### src/rtl/core/deq_pkg.sv
`timescale 1ns / 1ps

package deq_pkg;

	// operation codes of a request
	localparam logic [2:0] OP_PUSH_BACK  = 3'd0;
	localparam logic [2:0] OP_PUSH_FRONT = 3'd1;
	localparam logic [2:0] OP_POP_FRONT  = 3'd2;
	localparam logic [2:0] OP_POP_BACK   = 3'd3;
	localparam logic [2:0] OP_CLEAR      = 3'd4;
	localparam logic [2:0] OP_DROP_UNTIL = 3'd5;

	typedef struct packed {
		logic [2:0]  operation;
		logic [31:0] item_value;
	} deq_cmd_t;

	typedef struct packed {
		logic [31:0] popped_value;
		logic        popped_valid;
		logic        queue_empty;
		logic [4:0]  entry_count;
		logic        overflow;
	} deq_rsp_t;

	typedef enum logic [1:0] {
		ST_IDLE,
		ST_POP,
		ST_SCAN,
		ST_HOLD
	} deq_state_t;

endpackage

### src/rtl/core/double_ended_queue.sv
`timescale 1ns / 1ps
// channel   signals                      direction
// cmd       cmd_valid, cmd_stall, cmd    request in (operation, item_value)
// rsp       rsp_valid, rsp_stall, rsp    one result out per request
//
// push, clear, unused codes, and pops or drop until of an empty queue answer from idle;
// pops of a non-empty queue read the ram and answer from the pop state.
// drop until scans entries from the front in the scan state (at most DEPTH): one ram read a cycle.
// arst_n empties the queue; ram contents are not cleared, only written entries are read.
// a result waiting on rsp_stall sits in the output register; a second one waits in a
// hold register and cmd_stall stays high until it moves out.

module double_ended_queue #(
	parameter int DEPTH      = 16,
	parameter int DATA_WIDTH = 32
) (
	input  logic              clk,
	input  logic              arst_n,
	input  logic              cmd_valid,
	output logic              cmd_stall,
	input  deq_pkg::deq_cmd_t cmd,
	output logic              rsp_valid,
	input  logic              rsp_stall,
	output deq_pkg::deq_rsp_t rsp
);

	localparam int AW = $clog2(DEPTH);
	localparam int CW = $clog2(DEPTH + 1);

	deq_pkg::deq_state_t state_q, state_d;

	logic [AW-1:0]         front_q, front_d;
	logic [CW-1:0]         count_q, count_d;
	logic [DATA_WIDTH-1:0] val_q, val_d;
	logic                  single_q, single_d;
	deq_pkg::deq_rsp_t     hold_q, hold_d;
	deq_pkg::deq_rsp_t     out_q, out_d;
	logic                  out_valid_q, out_valid_d;

	logic                  mem_we, mem_re;
	logic [AW-1:0]         mem_waddr, mem_raddr;
	logic [DATA_WIDTH-1:0] mem_rdata;

	logic [DATA_WIDTH-1:0] cmd_val;
	logic [31:0]           rd_val32;
	logic [4:0]            count5;

	logic                  res_fire;
	logic                  res_popped;
	logic                  res_ovf;
	deq_pkg::deq_rsp_t     res_d;
	logic                  out_free;

	function automatic logic [AW-1:0] ptr_add(input logic [AW-1:0] p, input logic [CW-1:0] off);
		logic [CW:0] s;
		s = (CW+1)'(p) + (CW+1)'(off);
		if (s >= (CW+1)'(DEPTH)) begin
			s = s - (CW+1)'(DEPTH);
		end
		return s[AW-1:0];
	endfunction

	function automatic logic [AW-1:0] ptr_inc(input logic [AW-1:0] p);
		return (p == AW'(DEPTH - 1)) ? '0 : p + AW'(1);
	endfunction

	function automatic logic [AW-1:0] ptr_dec(input logic [AW-1:0] p);
		return (p == '0) ? AW'(DEPTH - 1) : p - AW'(1);
	endfunction

	generate
		if (DATA_WIDTH <= 32) begin : g_val_narrow
			assign cmd_val = cmd.item_value[DATA_WIDTH-1:0];
		end else begin : g_val_wide
			assign cmd_val = {{(DATA_WIDTH-32){1'b0}}, cmd.item_value};
		end
		if (DATA_WIDTH >= 32) begin : g_rd_wide
			assign rd_val32 = mem_rdata[31:0];
		end else begin : g_rd_narrow
			assign rd_val32 = {{(32-DATA_WIDTH){1'b0}}, mem_rdata};
		end
		if (CW >= 5) begin : g_cnt_wide
			assign count5 = count_d[4:0];
		end else begin : g_cnt_narrow
			assign count5 = {{(5-CW){1'b0}}, count_d};
		end
	endgenerate

	deq_ram #(
		.DEPTH(DEPTH),
		.WIDTH(DATA_WIDTH)
	) u_ram (
		.clk  (clk),
		.we   (mem_we),
		.waddr(mem_waddr),
		.wdata(cmd_val),
		.re   (mem_re),
		.raddr(mem_raddr),
		.rdata(mem_rdata)
	);

	always_comb begin
		front_d    = front_q;
		count_d    = count_q;
		val_d      = val_q;
		single_d   = single_q;
		mem_we     = 1'b0;
		mem_waddr  = front_q;
		mem_re     = 1'b0;
		mem_raddr  = front_q;
		res_fire   = 1'b0;
		res_popped = 1'b0;
		res_ovf    = 1'b0;
		cmd_stall  = 1'b1;
		unique case (state_q)
			deq_pkg::ST_IDLE: begin
				cmd_stall = 1'b0;
				if (cmd_valid) begin
					res_fire = 1'b1;
					unique case (cmd.operation)
						deq_pkg::OP_PUSH_BACK: begin
							if (count_q == CW'(DEPTH)) begin
								res_ovf = 1'b1;
							end else begin
								mem_we    = 1'b1;
								mem_waddr = ptr_add(front_q, count_q);
								count_d   = count_q + CW'(1);
							end
						end
						deq_pkg::OP_PUSH_FRONT: begin
							if (count_q == CW'(DEPTH)) begin
								res_ovf = 1'b1;
							end else begin
								front_d   = ptr_dec(front_q);
								mem_we    = 1'b1;
								mem_waddr = ptr_dec(front_q);
								count_d   = count_q + CW'(1);
							end
						end
						deq_pkg::OP_POP_FRONT: begin
							if (count_q != '0) begin
								mem_re    = 1'b1;
								mem_raddr = front_q;
								front_d   = ptr_inc(front_q);
								count_d   = count_q - CW'(1);
								res_fire  = 1'b0;
							end
						end
						deq_pkg::OP_POP_BACK: begin
							if (count_q != '0) begin
								mem_re    = 1'b1;
								mem_raddr = ptr_add(front_q, count_q - CW'(1));
								count_d   = count_q - CW'(1);
								res_fire  = 1'b0;
							end
						end
						deq_pkg::OP_CLEAR: begin
							front_d = '0;
							count_d = '0;
						end
						deq_pkg::OP_DROP_UNTIL: begin
							if (count_q != '0) begin
								mem_re    = 1'b1;
								mem_raddr = front_q;
								val_d     = cmd_val;
								single_d  = (count_q == CW'(1));
								res_fire  = 1'b0;
							end
						end
						default: begin
						end
					endcase
				end
			end
			deq_pkg::ST_POP: begin
				res_fire   = 1'b1;
				res_popped = 1'b1;
			end
			deq_pkg::ST_SCAN: begin
				// ram data holds the entry at front_q
				if (mem_rdata == val_q) begin
					res_fire = 1'b1;
					if (single_q) begin
						count_d = '0;
					end
				end else if (single_q) begin
					res_fire = 1'b1;
				end else begin
					front_d = ptr_inc(front_q);
					count_d = count_q - CW'(1);
					if (count_q == CW'(1)) begin
						res_fire = 1'b1;
					end else begin
						mem_re    = 1'b1;
						mem_raddr = ptr_inc(front_q);
					end
				end
			end
			deq_pkg::ST_HOLD: begin
			end
			default: begin
			end
		endcase
	end

	assign res_d.popped_value = res_popped ? rd_val32 : 32'd0;
	assign res_d.popped_valid = res_popped;
	assign res_d.queue_empty  = (count_d == '0);
	assign res_d.entry_count  = count5;
	assign res_d.overflow     = res_ovf;

	assign out_free = !out_valid_q || !rsp_stall;

	always_comb begin
		state_d     = state_q;
		hold_d      = hold_q;
		out_d       = out_q;
		out_valid_d = out_valid_q && rsp_stall;
		if (state_q == deq_pkg::ST_HOLD) begin
			if (out_free) begin
				out_d       = hold_q;
				out_valid_d = 1'b1;
				state_d     = deq_pkg::ST_IDLE;
			end
		end else if (res_fire) begin
			if (out_free) begin
				out_d       = res_d;
				out_valid_d = 1'b1;
				state_d     = deq_pkg::ST_IDLE;
			end else begin
				hold_d  = res_d;
				state_d = deq_pkg::ST_HOLD;
			end
		end else if (state_q == deq_pkg::ST_IDLE && cmd_valid) begin
			// pops and drop until wait on the ram read
			state_d = (cmd.operation == deq_pkg::OP_DROP_UNTIL) ? deq_pkg::ST_SCAN
			                                                    : deq_pkg::ST_POP;
		end
	end

	always_ff @(posedge clk or negedge arst_n) begin
		if (!arst_n) begin
			state_q     <= deq_pkg::ST_IDLE;
			front_q     <= '0;
			count_q     <= '0;
			single_q    <= 1'b0;
			out_valid_q <= 1'b0;
		end else begin
			state_q     <= state_d;
			front_q     <= front_d;
			count_q     <= count_d;
			single_q    <= single_d;
			out_valid_q <= out_valid_d;
		end
	end

	always_ff @(posedge clk) begin
		val_q  <= val_d;
		hold_q <= hold_d;
		out_q  <= out_d;
	end

	assign rsp_valid = out_valid_q;
	assign rsp       = out_q;

endmodule

### src/rtl/core/deq_ram.sv
`timescale 1ns / 1ps

module deq_ram #(
	parameter int DEPTH = 16,
	parameter int WIDTH = 32
) (
	input  logic                     clk,
	input  logic                     we,
	input  logic [$clog2(DEPTH)-1:0] waddr,
	input  logic [WIDTH-1:0]         wdata,
	input  logic                     re,
	input  logic [$clog2(DEPTH)-1:0] raddr,
	output logic [WIDTH-1:0]         rdata
);

	logic [WIDTH-1:0] mem [DEPTH];

	always_ff @(posedge clk) begin
		if (we) begin
			mem[waddr] <= wdata;
		end
	end

	always_ff @(posedge clk) begin
		if (re) begin
			rdata <= mem[raddr];
		end
	end

endmodule
### config.mk
export PLATFORM = sky130hd
export DESIGN_NAME = double_ended_queue
export DESIGN_NICKNAME = d
export VERILOG_FILES = /design/src/rtl/core/deq_pkg.sv /design/src/rtl/core/double_ended_queue.sv /design/src/rtl/core/deq_ram.sv
export SDC_FILE = /design/constraint.sdc
export NUM_CORES = 1
export LEC_CHECK = 0
export ABC_AREA = 1
export BUFFER_PORTS_ARGS = -buffer_cell sky130_fd_sc_hd__buf_4
export CORE_ASPECT_RATIO = 1.5
export CORE_MARGIN = 2
export CORE_UTILIZATION = 50
export DETAILED_ROUTE_END_ITERATION = 16
export PLACE_DENSITY = 0.73
export SYNTH_ARGS = -nofsm -noshare
export SYNTH_HDL_FRONTEND = slang
export SYNTH_SLANG_ARGS = --single-unit
### constraint.sdc
create_clock -name clk -period 5.5 [get_ports clk]
set_input_delay 0.55 -clock clk [delete_from_list [all_inputs] [get_ports clk]]
set_output_delay 0.55 -clock clk [all_outputs]
set_load 0.02 [all_outputs]
==> summary.md <==
| Metric | Value |
|---|---|
| CTS hold repair buffers | `1` |
| Slew Viols, Final | `0` |
| Die Footprint | `58400 sq um` |
| Core area | `55700 sq um` |
| Root buf cell | `clkbuf_16` |
| Final Setup Violations | `0` |
| Die Width | `198 um` |
| I/O pin cnt | `a little over 80` |
| First-pass GRT wire length | `109000 um` |
| Worst Setup SP | `u_ram.rdata[15]$_DFFE_PP_` |
| Maxcap violations | `0` |
| Worst Path Max Fanout | `145` |
| Nets@finish | `2504` |
| Pre-antenna DRT Iters | `8` |
| Pwr Total | `18.8 mW` |
| Setup Buffers After CTS | `0` |
| Async set-reset flop share out of synthesis | `1.94%` |
| Final period utilization | `76.7%` |
| CP Data Required Time | `5.84 ns` |
| Cell Area, Synth | `28200 sq um` |
| Syn Inst Count | `2421` |
| Worst-path cell chain | `xnor2_1, nand2_1, nor2_1, nand2_1, nor2_1, nand2_1, nand2_1, nand2_1, nand2_4, nand2_8, buf_12, nand2_1, nand3_1, nand3_1, nand2_1, nand2_1, nand2_1` |
| Rows | `106` |
| Final min period | `4.22 ns` |
| Dpl cell area | `29600 sq um` |
| Global route overflow | `0` |
| CP dominant cell by count | `nand2_1` |
| Worst Path Class, Setup | `reg -> reg` |
| Slowest CP cell | `edfxtp_1` |
| Most used DFF post-synth | `edfxtp_1` |
| Post-Syn Nets | `2475` |
| Fmax | `0.237 GHz` |
| Number of routed nets with antenna violations | `0` |
| Post-DP HPWL | `38600 um` |
| Fraction of layout cells with a size suffix above 1 | `under 10%` |
| RSZ-0062 raised after global routing | `false` |
| Number of global-route vias before repair | `around 19k` |
| FF+latch count, synth | `669` |
| Delay of the slowest critical-path stage | `approximately 0.48 ns` |
| CP startpoint kind | `flip-flop` |
| Final core utilization | `a little under three fifths` |
| Port Buffers | `80` |
| Filler instances | `between 4k and 5k` |
| Arrival @ worst endpoint | `around 4.6 ns` |
| Worst Max-Slew Pin Slew | `1.26 ns` |
| Post-route cell area | `roughly 31000 sq um` |
| PwrDens | `597 nW/um^2` |
| PostCTS Resize Cnt | `0` |
| CTS buffer count | `56` |
| Kind of cell adding the most delay to the critical path | `simple AND/OR/NAND/NOR gates` |
| Vias per cell | `6.01` |
| Die H | `295 um` |
| Final RePlAce weighted congestion | `0.954` |
| Clk buf depth | `3` |
| Fin. Hold Viols | `0` |
| Drt wl/cell | `22.2 um` |
| Initial core utilization | `roughly half` |
| Cell count along the critical path | `17` |
| Sequential cell area fraction in the yosys report | `a little over 70%` |
| WL final | `71100 um` |
| Slew HR | `16.3%` |
| Max H-tree Level | `2` |
| Reg2Reg Setup Slack | `1.28 ns` |
| Worst setup path end | `u_ram.rdata[3]$_DFFE_PP_` |
| Layout area overhead | `11.6%` |
| Largest net degree at the start of global routing | `roughly 260` |
| Clock insertion delay at the later pin of the skew report | `0.60 ns` |
| Skew final | `roughly 0.013 ns` |
| All-Layer GR Usage | `around 24%` |
| Outcome | `complete, no violations` |
| CTS tree | `done` |
| Vias | `19.2k` |
| Worst r2r src | `u_ram.rdata[15]$_DFFE_PP_` |
| Number of flops mapped to enable cells by yosys | `656` |
| Setup tns final | `0 ns` |
| Post-synthesis area per instance | `11.7 sq um` |
| DRT iter0 DRCs | `2195` |
| Sink Count | `669` |
| Residual DRC count | `0` |
| Crit path buf inv count | `1` |
| Worst-path clk slew | `0.07 ns` |
| Max IR drop VDD | `486 uV` |
| RR Endpoint | `u_ram.rdata[3]$_DFFE_PP_` |
| Initial antenna violation count | `1` |
| Yosys cell types | `38` |
| FF-to-FF path depth | `17` |
| Hold wc startpoint | `cmd[28]` |
| Hold Crit Class | `in -> reg` |
| YS warnings | `0` |
| CP Capture Type | `flip-flop` |
| Leak | `11.5 nW` |
==> power breakdown <==
group / total, mW / switching, mW / internal (mW) / leakage (nW)
clock network: 4.09 / 1.77 / 2.33 / 0.917
registers: 6.67 / 0.301 / 6.37 / 6.12
logic: 8.03 / 5.61 / 2.41 / 4.43
total: 18.8 / 7.68 / 11.1 / 11.5
==> worst min-delay path by stage <==
stage                                       endpoint  cells after the start  slack (ns)
after global routing      u_ram.mem[0][28]$_DFFE_PP_                      1        0.26
final                     u_ram.mem[0][28]$_DFFE_PP_                      1        0.26
after floorplan                 count_q[0]$_DFF_PN0_                      0        0.25
after global placement        front_q[3]$_DFFE_PN0P_                      1        0.43
after detailed placement        count_q[0]$_DFF_PN0_                      1        0.43
after CTS                 u_ram.mem[0][28]$_DFFE_PP_                      1        0.23
==> Yosys cell counts, types with 2 or more instances <==
master      n  area, sq um
o21ai_0    67          335
nor2_1     91          342
xor2_1      8         70.1
nand3_1   662         3310
edfxtp_1  656        19700
dfrtp_1    13          325
nor3_1      7         35.0
inv_2       6         22.5
buf_2     119          596
inv_1      84          315
o21ai_1     2         10.0
nand2_2     2         12.5
o22ai_1     5         31.3
a31oi_1     5         31.3
buf_4       7         52.6
clkbuf_1   23         86.3
nand4_1     3         18.8
a21oi_1     7         35.0
o211ai_1   12         90.1
fa_1        2         40.0
ha_1       13          163
nor2_2      2         12.5
xnor2_1    25          219
nand2_1   581         2180
o31ai_1     5         37.5
clkinv_1    2         7.51
==> kinds of logic after synthesis <==
kind of cell,share of synthesized area [%]
AO/OA/AOI/OAI,2.23
XOR/XNOR,1.02
adder cells (fa/ha/maj),0.718
buffers and inverters,3.87
flip-flops,71.0
AND/OR/NAND/NOR,21.2
==> layout by cell type, fill, tap and decap left out, drive strengths merged <==
| master | count |
|---|---|
| a21o | 1 |
| a21oi | 7 |
| a22oi | 1 |
| a31oi | 6 |
| and2 | 1 |
| buf | 120 |
| bufinv | 8 |
| clkbuf | 69 |
| clkinv | 25 |
| clkinvlp | 4 |
| dfrtp | 13 |
| diode | 1 |
| dlygate4sd3 | 1 |
| edfxtp | 656 |
| fa | 2 |
| ha | 13 |
| inv | 89 |
| nand2 | 584 |
| nand3 | 664 |
| nand4 | 3 |
| nor2 | 94 |
| nor3 | 7 |
| o211ai | 13 |
| o21ai | 69 |
| o22ai | 5 |
| o311ai | 1 |
| o31ai | 5 |
| or2 | 1 |
| xnor2 | 25 |
| xor2 | 8 |
==> registers in the layout, indices dropped and copies added, names as in the netlist, 2 cells and up <==
| signal | cells |
|---|---|
| u_ram.mem | 512 |
| hold_q | 40 |
| u_ram.rdata | 32 |
| count_q | 5 |
| rsp | 40 |
| state_q | 2 |
| val_q | 32 |
| front_q | 4 |
==> final cells by class <==
class | count | area [sq um] | area share, %
inverters | 92 | 347 | 1.10
diodes | 1 | 2.50 | 0.00795
clock buffers | 69 | 1510 | 4.81
repair buffers | 121 | 1050 | 3.33
multi-input cells | 1510 | 7280 | 23.1
clock inverters | 34 | 382 | 1.21
flip-flops and latches | 669 | 20000 | 63.6
well taps | 702 | 878 | 2.79
==> routing by layer <==
metal	wire length (um)	up-vias	track usage, %
met1	26100	9321	30.7
met3	5870	216	3.02
met5	0	-	0
li1	-	8649	-
met2	35900	1035	42.1
met4	3280	0	12.0
==> stage by stage <==
step                      worst slack (ns)  hold WS, ns  cells
after floorplan                       1.65        0.254   2421
final                                 1.28        0.257   3198
after detailed placement              1.44        0.429   3093
after global routing                  1.09        0.262   3198
after global placement                1.44        0.428   3093
after CTS                             1.39        0.229   3197
Power figures use the tool's default switching activity.
